<file path="src/sv/ilc_pkg.sv">
// ----------------------------------------------------------------------------
// ilc_pkg: shared types and constants of the inode location calculator
// Holds the command and status codes, the configuration register indexes,
// the field widths, the state encoding and the divider request and result.
// ----------------------------------------------------------------------------
`default_nettype none

package ilc_pkg;

	// Field widths of the input and result items.
	localparam int CMD_W    = 2;
	localparam int INO_W    = 32;
	localparam int LGRP_W   = 10;
	localparam int BLK_W    = 64;
	localparam int STAT_W   = 2;
	localparam int GRP_W    = 32;
	localparam int OFF_W    = 16;

	// Configuration register widths.
	localparam int IPG_W    = 20;
	localparam int BSL_W    = 3;
	localparam int IRS_W    = 17;
	localparam int GTOT_W   = 11;
	localparam int CFG_IX_W = 3;
	localparam int CFG_D_W  = 20;

	// Default table depth.
	localparam int DEF_MAX_GROUPS = 1024;

	// Block size limits.
	localparam int BSIZE_W     = 17;
	localparam int BSL_MAX     = 6;
	localparam int IPB_W       = 17;
	localparam int IDX_W       = 20;

	// Serial divider widths and step counts for each of its three uses.
	localparam int DIV_N_W  = 32;
	localparam int DIV_D_W  = 20;
	localparam int STEP_W   = 6;
	localparam logic [STEP_W-1:0] STEPS_GRP = 6'd32;
	localparam logic [STEP_W-1:0] STEPS_IPB = 6'd17;
	localparam logic [STEP_W-1:0] STEPS_IDX = 6'd20;

	// Command codes. Any command with the write bit set locates for write.
	localparam logic [CMD_W-1:0] CMD_LOAD  = 2'd0;
	localparam logic [CMD_W-1:0] CMD_READ  = 2'd1;
	localparam logic [CMD_W-1:0] CMD_WRITE = 2'd2;

	// Status codes.
	localparam logic [STAT_W-1:0] ST_OK      = 2'd0;
	localparam logic [STAT_W-1:0] ST_INVALID = 2'd1;
	localparam logic [STAT_W-1:0] ST_LOCKED  = 2'd2;

	// Configuration register indexes.
	localparam logic [CFG_IX_W-1:0] CFG_IPG  = 3'd0;
	localparam logic [CFG_IX_W-1:0] CFG_BSL  = 3'd1;
	localparam logic [CFG_IX_W-1:0] CFG_IRS  = 3'd2;
	localparam logic [CFG_IX_W-1:0] CFG_GTOT = 3'd3;
	localparam logic [CFG_IX_W-1:0] CFG_RO   = 3'd4;

	// Configuration reset values.
	localparam logic [IPG_W-1:0]  RST_IPG  = 20'd8192;
	localparam logic [BSL_W-1:0]  RST_BSL  = 3'd2;
	localparam logic [IRS_W-1:0]  RST_IRS  = 17'd256;
	localparam logic [GTOT_W-1:0] RST_GTOT = 11'd0;

	typedef enum logic [2:0] {
		S_IDLE,
		S_DIV_GRP,
		S_CHECK,
		S_DIV_IPB,
		S_START_IDX,
		S_DIV_IDX,
		S_MUL,
		S_DONE
	} state_t;

	typedef struct packed {
		logic               start;
		logic [STEP_W-1:0]  steps;
		logic [DIV_N_W-1:0] dividend;
		logic [DIV_D_W-1:0] divisor;
	} div_req_t;

	typedef struct packed {
		logic               done;
		logic [DIV_N_W-1:0] quotient;
		logic [DIV_D_W-1:0] remainder;
	} div_rsp_t;

endpackage

`default_nettype wire

</file>
<file path="src/sv/ilc_div.sv">
// ----------------------------------------------------------------------------
// ilc_div: bit-serial restoring divider
// Produces one quotient bit per cycle; the dividend arrives left-aligned so
// that a division of fewer bits takes fewer steps.
// ----------------------------------------------------------------------------
`default_nettype none

module ilc_div (
	input  wire logic              clk,
	input  wire logic              arst_n,
	input  wire ilc_pkg::div_req_t req,
	output ilc_pkg::div_rsp_t      rsp
);
	import ilc_pkg::*;

	logic                busy_q;
	logic                done_q;
	logic [STEP_W-1:0]   cnt_q;
	logic [DIV_D_W-1:0]  rem_q;
	logic [DIV_N_W-1:0]  dq_q;
	logic [DIV_D_W-1:0]  dsr_q;

	logic [DIV_D_W:0]    trial;
	logic [DIV_D_W:0]    diff;
	logic                ge;

	assign trial = {rem_q, dq_q[DIV_N_W-1]};
	assign ge    = trial >= {1'b0, dsr_q};
	assign diff  = trial - {1'b0, dsr_q};

	always_ff @(posedge clk or negedge arst_n) begin
		if (!arst_n) begin
			busy_q <= 1'b0;
			done_q <= 1'b0;
			cnt_q  <= '0;
		end else begin
			done_q <= busy_q && (cnt_q == STEP_W'(1));
			if (req.start) begin
				busy_q <= 1'b1;
				cnt_q  <= req.steps;
			end else if (busy_q) begin
				cnt_q <= cnt_q - STEP_W'(1);
				if (cnt_q == STEP_W'(1)) begin
					busy_q <= 1'b0;
				end
			end
		end
	end

	// The remainder always stays below the divisor, so it fits its width.
	always_ff @(posedge clk) begin
		if (req.start) begin
			rem_q <= '0;
			dq_q  <= req.dividend;
			dsr_q <= req.divisor;
		end else if (busy_q) begin
			rem_q <= ge ? diff[DIV_D_W-1:0] : trial[DIV_D_W-1:0];
			dq_q  <= {dq_q[DIV_N_W-2:0], ge};
		end
	end

	assign rsp.done      = done_q;
	assign rsp.quotient  = dq_q;
	assign rsp.remainder = rem_q;

endmodule

`default_nettype wire

</file>
<file path="config.mk">
export PLATFORM = sky130hd
export DESIGN_NAME = ilc_div
export DESIGN_NICKNAME = d
export VERILOG_FILES = /design/src/sv/ilc_pkg.sv /design/src/sv/ilc_div.sv
export SDC_FILE = /design/constraint.sdc
export NUM_CORES = 1
export LEC_CHECK = 0
export BUFFER_PORTS_ARGS = -buffer_cell sky130_fd_sc_hd__buf_2
export CORE_ASPECT_RATIO = 1.4
export CORE_MARGIN = 1
export CORE_UTILIZATION = 34
export CTS_CLUSTER_DIAMETER = 40
export CTS_CLUSTER_SIZE = 12
export DETAILED_ROUTE_END_ITERATION = 8
export PLACE_DENSITY = 0.51
export SYNTH_ARGS = -nofsm -noshare
export SYNTH_HDL_FRONTEND = slang
export SYNTH_SLANG_ARGS = --single-unit
</file>
<file path="constraint.sdc">
create_clock -name clk -period 3 [get_ports clk]
set_input_delay 0.3 -clock clk [delete_from_list [all_inputs] [get_ports clk]]
set_output_delay 0.3 -clock clk [all_outputs]
set_load 0.05 [all_outputs]
</file>
==> out/qor.yml, run 1 <==
timing:
  setup_viol: 0
  skew_ns: 0.00554
  tightestPinTransition_ns: 0.544
  grt_setup_unrepaired: "no"
  fin_hold_ws_ns: 0.133
  fin_crit_sh: 0.923
  finalCriticalPeriod_ns: 2.77
  tns_ns: 0
  hold_viol: 0
  drv_slew: 0
  fmax_mhz: 361
  slew_headroom: 0.637
drt:
  wl_per_cell_um: 15.8
  drtIter0Drc: 159
  ant_nets: 0
  route.vias.total: 3475
  vias_per_cell: 5.15
  wl_um: 10700
  firstDrtPassIters: 6
  drt_drc_violations_left: 0
pwr:
  p_leak_nw: 2.42
  power_density_mw_per_mm2: 957
  ir_drop_uv: 349
placed_design:
  gp_congestion: 0.819
  dp_hpwl_um: 7660
  port_buffers: 113
  dpl.cell_count: 658
grt:
  grt_pass1_vias: 3600
  grt_usage: 0.166
  gr-usage-met2: 0.295
  use_met1: 0.189
  antenna_found_initial: 0
  top_usage_layer: "met2"
  met3_usage: 0.0475
  grt-ovfl-total: 0
  grt_pass1_wl_um: 17500
  grt_max_degree: 77
clocking:
  cts_num_sinks: 80
  numCtsBuffers: 9
  tritoncts: "built"
  clockBufferDepth: 2
  clkTransAtPathRegs_ns: 0.07
  cts_root_buf: "clkbuf_16"
  htree_levels: 3
  insertion_delay_ns: 0.34
  post_cts_buffers: 0
synthesis:
  synthTopCellsByArea: "edfxtp_1 (35%), dfxtp_1 (9.0%), mux2_2 (8.4%), ha_1 (6.2%), dfrtp_1 (4.5%)"
  synth_top_area_share: 0.353
  synth_cells: 408
  synth_edf_count: 52
  yosysTopAreaCell: "edfxtp_1"
  synth_area_mm2: 0.00443
  synth_async_sr_flop_share: 0.100
  yosysSeqAreaShare: 0.488
  yosysWarnings: 0
  synth_nets: 492
  synth-seq-cells: 80
  synthFlopType: "edfxtp_1"
  syn-mean-instance-area_um2: 10.9
  synth.distinct_cells: 60
worst_setup_path:
  cp-endpoint: "rem_q[18]"
  worstPathArrival_ns: 3.00
  reg2regPathDepth: 10
  crit_fanout: 4
  worstPathRequired_ns: 3.23
  cp-startpoint: "dq_q[31]"
  r2r_start: "dq_q[31]"
  end_kind: "flip-flop"
  worst_setup_path_start_kind: "flip-flop"
  r2r_end: "rem_q[18]"
  crit_type: "flip-flop to flip-flop"
  r2r_slack_ns: 0.23
floorplanning:
  rows: 49
  dieArea_mm2: 0.0135
  core_mm2: 0.0128
  start_util: 0.347
  io_pins: 114
  fp.dieH_um: 137
  die_w_um: 98.5
final_layout:
  areaGrowthSynthToFinish_pct: 23.2
  ff_latch_area_mm2: 0.00216
  antenna_cells: 0
  multi_input_area_mm2: 0.00205
  final_cell_mix: "buf_2 (113), edfxtp_1 (52), nand2_1 (35)"
  layout-drive-gt1-share: 0.343
  layout.nets: 601
  fillers: 1255
  finalNonFillerCells: 675
  layout_commonest_cell: "buf_2"
min_path:
  hp-start: "req[3]"
  holdCritPathClass: "primary input to flip-flop"
job:
  maxCapViolCount: 0
run_status:
  status: "finished, final reports clean"
==> per-stage QoR <==
stage	utilization	worst slack, ns	cell area (um^2)	power (mW)
after floorplan	-	0.237	4430	3.56
after global placement	0.403	0.298	5140	4.15
after detailed placement	0.403	0.209	5140	4.16
after CTS	0.427	0.173	5450	5.28
after global routing	0.428	0.0299	5460	5.56
final	0.428	0.230	5460	5.22
==> power breakdown <==
| part | switching (mW) | total (mW) | internal, mW |
|---|---|---|---|
| Clock | 0.510 | 1.10 | 0.589 |
| Sequential | 0.181 | 1.60 | 1.42 |
| Combinational | 1.65 | 2.53 | 0.880 |
==> layout make-up <==
cell class / count / area share
sequential: 80 / 0.396
multi-input combinational: 278 / 0.376
timing repair buffer: 120 / 0.118
clock buffer: 9 / 0.0413
tap: 153 / 0.0351
inverter: 28 / 0.0193
clock inverter: 7 / 0.0133
==> sequential cells by signal, summed over array words and instances (netlist names) <==
register  flops
dsr_q        20
busy_q        1
rem_q        20
dq_q         32
done_q        1
cnt_q         6
==> worst max-delay path: stages (launching register included) <==
cell	delay (ns)
edfxtp_1	0.36
inv_1	0.05
ha_1	0.22
fa_1	0.41
nor2b_1	0.16
o31a_1	0.23
o2111ai_1	0.29
a21oi_2	0.27
o221ai_1	0.16
xor2_1	0.17
o311ai_0	0.33
==> cell usage after synthesis (4+ instances only) <==
cell type,count
edfxtp_1,52
nand2_1,35
mux2_2,33
nor2_1,31
inv_1,28
ha_1,22
dfxtp_1,20
o21ai_0,18
a21oi_1,17
clkbuf_1,14
a211oi_1,9
dfrtp_1,8
xnor2_1,8
xor2_1,8
a21o_1,7
mux2i_1,7
nand3_1,7
a311oi_1,6
nand4_1,6
and3_1,5
nor3_1,5
nor2b_1,4
o21a_1,4
==> kinds of logic (layout without fill, tap and decap cells) <==
| family | after synthesis | count (layout) | share of synthesized area |
|---|---|---|---|
| and+or+nand+nor | 105 | 105 | 0.113 |
| adders and majority gates | 23 | 23 | 0.0667 |
| buffers and inverters | 50 | 164 | 0.0489 |
| muxes | 40 | 40 | 0.0997 |
| AOI/OAI and AO/OA | 94 | 94 | 0.151 |
| DFF | 80 | 80 | 0.488 |
| xor gates and xnor gates | 16 | 16 | 0.0316 |
==> metal layers <==
layer | vias up | share of wire
met5 | - | 0
met4 | 0 | 0.018
met3 | 13 | 0.055
met2 | 94 | 0.50
met1 | 1647 | 0.42
li1 | 1721 | -
==> worst min path at each step <==
stage	to	slack, ns	cells after the start
after global placement	cnt_q[5]	0.15	1
after CTS	dsr_q[16]	0.12	1
after global routing	dsr_q[16]	0.12	1
final	dsr_q[3]	0.13	1
after detailed placement	cnt_q[5]	0.15	1
after floorplan	busy_q	0.004	0
==> repair_timing <==
action	in CTS	in global routing
hold endpoints to repair	8	0
resized for setup	0	1
setup endpoints to repair	0	1
hold buffers	1	0
Power figures use the tool's default switching activity.
==> run 2, diff against run 1 <==
- RECOVER_POWER: default -> 100
==> run 2 against run 1 <==
Against the previous run:
- the flow now finishes with violations (max-capacitance violations, max-slew violations)
- sequential power about the same
- die area unchanged
- clock power about the same
- via count increased by 0.43%
- power decreased by 1.3%
- cell area decreased by 2.0%
- critical path depth unchanged
- cell count unchanged
- largest cell class unchanged
- highest routed layer unchanged
==> out/qor.yml, run 2 (synthesis gave the netlist of run 1 again) <==
timing:
  fin_hold_ws_ns: 0.133  # +0.000188 ns
  setup_viol: 0  # unchanged
  grt_setup_unrepaired: "no"
  hold_viol: 0  # unchanged
  slew_headroom: -0.208  # -0.846
  worst_slack_ns: 0.231  # +0.000518 ns
  skew_ns: 0.00548  # -0.0000630 ns
  tightestPinTransition_ns: 1.81  # +1.27 ns
  finalCriticalPeriod_ns: 2.77  # -0.000518 ns
  drv_slew: 109  # +109
  tns_ns: 0  # unchanged
  fin_crit_sh: 0.923  # about the same
  fmax_mhz: 361  # about the same
clocking:
  htree_levels: 3  # unchanged
  numCtsBuffers: 9  # unchanged
  insertion_delay_ns: 0.34  # about the same
  cts_root_buf: "clkbuf_16"
  cts_num_sinks: 80  # unchanged
  clkTransAtPathRegs_ns: 0.07  # about the same
  clockBufferDepth: 2  # unchanged
  tritoncts: "built"
final_layout:
  largest_reg_flops: 32  # unchanged
  layout.nets: 601  # unchanged
  final_util: 0.419  # -0.00854
  layout-drive-gt1-share: 0.226  # -0.117
  fillers: 1281  # +2.1%
  final_cell_mix: "clkbuf_1 (58), buf_2 (57), edfxtp_1 (52)"
  design_area_mm2: 0.00535  # -2.0%
  regMostFlops: "dq_q"
  reg_top3: "dq_q: 32 flops, dsr_q: 20 flops, rem_q: 20 flops"
  areaGrowthSynthToFinish_pct: 20.7
  antenna_cells: 0  # unchanged
  layout_commonest_cell: "clkbuf_1"
drt:
  vias_per_cell: 5.17  # +0.43%
  drt_drc_violations_left: 0  # unchanged
  firstDrtPassIters: 6  # unchanged
  wl_um: 10700  # +0.13%
  ant_nets: 0  # unchanged
  route.vias.total: 3490  # +0.43%
  wl_per_cell_um: 15.8  # +0.13%
  drtIter0Drc: 133  # -16%
min_path:
  holdCritPathClass: "primary input to flip-flop"
  hp-start: "req[3]"
floorplanning:
  start_util: 0.347  # unchanged
  rows: 49  # unchanged
  core_mm2: 0.0128  # unchanged
  fp.dieH_um: 137  # unchanged
  dieArea_mm2: 0.0135  # unchanged
  io_pins: 114  # unchanged
  die_w_um: 98.5  # unchanged
worst_setup_path:
  worstPathArrival_ns: 2.99  # about the same
  crit_type: "flip-flop to flip-flop"
  end_kind: "flip-flop"
  worst_setup_path_start_kind: "flip-flop"
  crit_fanout: 4  # unchanged
  cp-startpoint: "dq_q[31]"
  r2r_start: "dq_q[31]"
  worstPathRequired_ns: 3.22  # about the same
placed_design:
  dpl_cell_area_mm2: 0.00514  # unchanged
  place_ws_ns: 0.209  # unchanged
  dp_hpwl_um: 7660  # unchanged
  port_buffers: 113  # unchanged
  gp_congestion: 0.819  # unchanged
run_status:
  violations: "max-capacitance violations, max-slew violations"
  status: "finished, violations left"
grt:
  grt_max_degree: 77  # unchanged
  grt_usage: 0.166  # unchanged
  grt_pass1_vias: 3600  # unchanged
  grt_pass1_wl_um: 17500  # unchanged
  grt-ovfl-total: 0  # unchanged
  antenna_found_initial: 0  # unchanged
pwr:
  p_leak_nw: 2.22  # -8.0%
  power_density_mw_per_mm2: 964  # +0.73%
  ir_drop_uv: 339  # -2.9%
job:
  maxCapViolCount: 2  # +2
run 2: routing by layer:
metal,wire [um],GRT usage,vias up
met5,0,0,-
met4,173,0.0605,0
met3,595,0.0475,11
met2,5370,0.295,99
met1,4530,0.189,1657
li1,-,-,1723
run 2: repair_timing:
action | in CTS | in global routing
setup endpoints to repair | 0 | 1
hold endpoints to repair | 8 | 0
hold buffers | 1 | 0
resized for setup | 0 | 1
setup buffers | 0 | 0
run 2: final timing paths:
kind | end | slack, ns | cells after the start
setup / recovery | rem_q[18] | 0.23 | 10
max in group asynchronous | busy_q | 2.28 | 2
setup reg to reg | rem_q[18] | 0.23 | 10
min in group asynchronous | cnt_q[5] | 0.41 | 2
hold / removal | dsr_q[3] | 0.13 | 1
hold reg to reg | rem_q[1] | 0.51 | 2
run 2: stage by stage:
stage / power (mW) / cells
after CTS: 5.28 / 675
final: 5.16 / 675
after global routing: 5.49 / 675
after floorplan: 3.56 / 408
after detailed placement: 4.16 / 658
after global placement: 4.15 / 658
run 2: cell type report:
class                   instances  area (um^2)  area share
clock inverters                 7         72.6      0.0136
repair buffers                120          551       0.103
clock buffers                   9          225      0.0421
flip-flops and latches         80         2160       0.404
inverters                      28          105      0.0197
multi-input cells             278         2040       0.381
well taps                     153          191      0.0358
run 2: power by group:
part	internal, mW	switching [mW]	leakage [nW]	total [mW]
combinational	0.808	1.65	1.29	2.45
clock	0.589	0.508	0.144	1.10
sequential	1.42	0.187	0.793	1.60
run 2: worst max-delay path, stage by stage, from the launching register on:
cell       delay (ns)
edfxtp_1         0.36
inv_1            0.05
ha_1             0.22
fa_1             0.41
nor2b_1          0.16
o31a_1           0.23
o2111ai_1        0.29
a21oi_2          0.27
o221ai_1         0.16
xor2_1           0.17
o311ai_0         0.33
==> run 3, diff against run 2 <==
- PLACE_DENSITY: 0.51 -> 0.53
==> run 3 against run 2 <==
Against the previous run:
- the flow finishes with violations (design-rule violations, max-capacitance violations, max-slew violations)
- worst setup slack better by 0.018 ns
- power is 1.1% higher
- critical path depth stayed put
- flip-flop and latch count stayed put
- cell area is 0.28% higher
==> out/qor.yml, run 3 (synthesis gave the netlist of run 1 again) <==
timing:
  setup_viol: 0  # unchanged
  tns_ns: 0  # unchanged
  finalCriticalPeriod_ns: 2.75  # -0.0179 ns
  hold_viol: 0  # unchanged
  skew_ns: 0.00990  # +0.00442 ns
  slew_headroom: -0.212  # -0.00341
  fin_crit_sh: 0.917  # -0.00598
  grt_setup_unrepaired: "no"
  drv_slew: 77  # -29%
  tightestPinTransition_ns: 1.82  # +0.00512 ns
  fmax_mhz: 363  # +0.65%
  fin_hold_ws_ns: 0.131  # -0.00160 ns
floorplanning:
  dieArea_mm2: 0.0135  # unchanged
  fp.dieH_um: 137  # unchanged
  core_mm2: 0.0128  # unchanged
  start_util: 0.347  # unchanged
  die_w_um: 98.5  # unchanged
  rows: 49  # unchanged
  io_pins: 114  # unchanged
pwr:
  swShare: 0.446  # -0.00861
  p_comb_frac: 0.469  # -0.007
  ir_drop_uv: 364  # +7.2%
  power_density_mw_per_mm2: 972  # +0.81%
  p_leak_nw: 2.23  # +0.46%
  p_sw_mw: 2.32  # -0.83%
  power.internal_mw: 2.89  # +2.7%
  seqPwrFrac: 0.308  # -0.003
  clock_power_share: 0.223  # +0.010
drt:
  firstDrtPassIters: 6  # unchanged
  ant_nets: 0  # unchanged
  wl_per_cell_um: 15.6  # -1.6%
  drt_drc_violations_left: 1  # +1
  drtIter0Drc: 131  # -1.5%
  wl_um: 10500  # -1.6%
  route.vias.total: 3486  # -0.11%
  vias_per_cell: 5.16  # -0.11%
final_layout:
  largest_reg_flops: 32  # unchanged
  antenna_cells: 0  # unchanged
  finalNonFillerCells: 675  # unchanged
  final_cell_mix: "buf_2 (58), clkbuf_1 (56), edfxtp_1 (52)"
  layout-drive-gt1-share: 0.230  # +0.00383
  layout.nets: 601  # unchanged
  layout_commonest_cell: "buf_2"
  reg_top3: "dq_q: 32 flops, dsr_q: 20 flops, rem_q: 20 flops"
  fillers: 1276  # -0.39%
  areaGrowthSynthToFinish_pct: 21.1
  regMostFlops: "dq_q"
placed_design:
  gp_congestion: 0.820  # about the same
  dp_hpwl_um: 7720  # +0.74%
  port_buffers: 113  # unchanged
  dpl.cell_count: 658  # unchanged
worst_setup_path:
  crit_path_top_delay_cell: "fa_1"
  crit_fanout: 4  # unchanged
  worst_setup_path_start_kind: "flip-flop"
  worstPathCellList: "inv_1 -> ha_1 -> fa_1 -> nor2b_1 -> o31a_1 -> o2111ai_1 -> a21oi_2 -> o221ai_1 -> xor2_1 -> o311ai_0"
  slowest_delay_ns: 0.41  # about the same
  worstPathArrival_ns: 2.98  # about the same
  end_kind: "flip-flop"
  worstPathRequired_ns: 3.23  # about the same
  crit_type: "flip-flop to flip-flop"
grt:
  grt_usage: 0.164  # -0.00207
  grt-ovfl-total: 0  # unchanged
  grt_pass1_wl_um: 17000  # -2.5%
  antenna_found_initial: 0  # unchanged
  grt_pass1_vias: 3502  # -2.7%
  grt_max_degree: 77  # unchanged
clocking:
  insertion_delay_ns: 0.34  # about the same
  clkTransAtPathRegs_ns: 0.07  # about the same
  tritoncts: "built"
  numCtsBuffers: 9  # unchanged
  clockBufferDepth: 2  # unchanged
  cts_root_buf: "clkbuf_16"
  htree_levels: 3  # unchanged
  cts_num_sinks: 80  # unchanged
run_status:
  violations: "design-rule violations, max-capacitance violations, max-slew violations"
  status: "finished, violations left"
min_path:
  holdCritPathClass: "primary input to flip-flop"
job:
  maxCapViolCount: 1  # -1
run 3: power groups by stage:
stage	combinational [mW]	sequential (mW)	clock, mW
after detailed placement	2.54	1.62	0
after global placement	2.53	1.62	0
after floorplan	1.33	2.23	0
after global routing	2.67	1.64	1.23
after CTS	2.54	1.60	1.19
final	2.45	1.61	1.16
run 3: layer usage:
metal | vias up | global-route usage | routed length [um]
li1 | 1723 | - | -
met1 | 1634 | 0.187 | 4430
met2 | 112 | 0.286 | 5180
met3 | 17 | 0.0449 | 662
met4 | 0 | 0.0738 | 229
met5 | - | 0 | 0
run 3: worst paths after layout:
kind	startpoint	slack, ns	depth (start not counted)	endpoint
min in group asynchronous	arst_n	0.40	2	cnt_q[2]
worst min-delay path	req[0]	0.13	1	dsr_q[0]
worst min register to register	rem_q[1]	0.51	2	rem_q[1]
worst max-delay path	dq_q[31]	0.25	10	rem_q[18]
worst max register to register	dq_q[31]	0.25	10	rem_q[18]
max in group asynchronous	arst_n	2.30	2	busy_q
run 3: repair_timing:
action,in CTS,in global routing
setup endpoints to repair,0,1
resized for setup,0,1
endpoints found under the hold margin,8,0
hold buffers,1,0
buffers inserted,0,0
run 3: cell type report:
class	instances	area (um^2)	area share
clock buffer	9	225	0.0420
tap	153	191	0.0357
multi-input combinational	278	2040	0.381
timing repair buffer	120	553	0.103
clock inverter	7	83.8	0.0156
inverter	28	105	0.0196
sequential	80	2160	0.403
run 3: per-stage QoR:
stage | utilization | area (um^2) | setup WS (ns) | total power [mW]
after floorplan | - | 4430 | 0.237 | 3.56
after global placement | 0.403 | 5140 | 0.303 | 4.14
after detailed placement | 0.403 | 5140 | 0.186 | 4.16
after CTS | 0.428 | 5460 | 0.186 | 5.34
after global routing | 0.420 | 5360 | 0.0419 | 5.55
final | 0.420 | 5360 | 0.249 | 5.21
run 3: critical path, delay by kind of cell (launching register included):
kind,cells,cell delay (ns)
buf+inv,1,0.05
compound gates,5,1.27
simple gates,1,0.15
fa+ha+maj,2,0.62
xor+xnor,1,0.17
flops,1,0.37
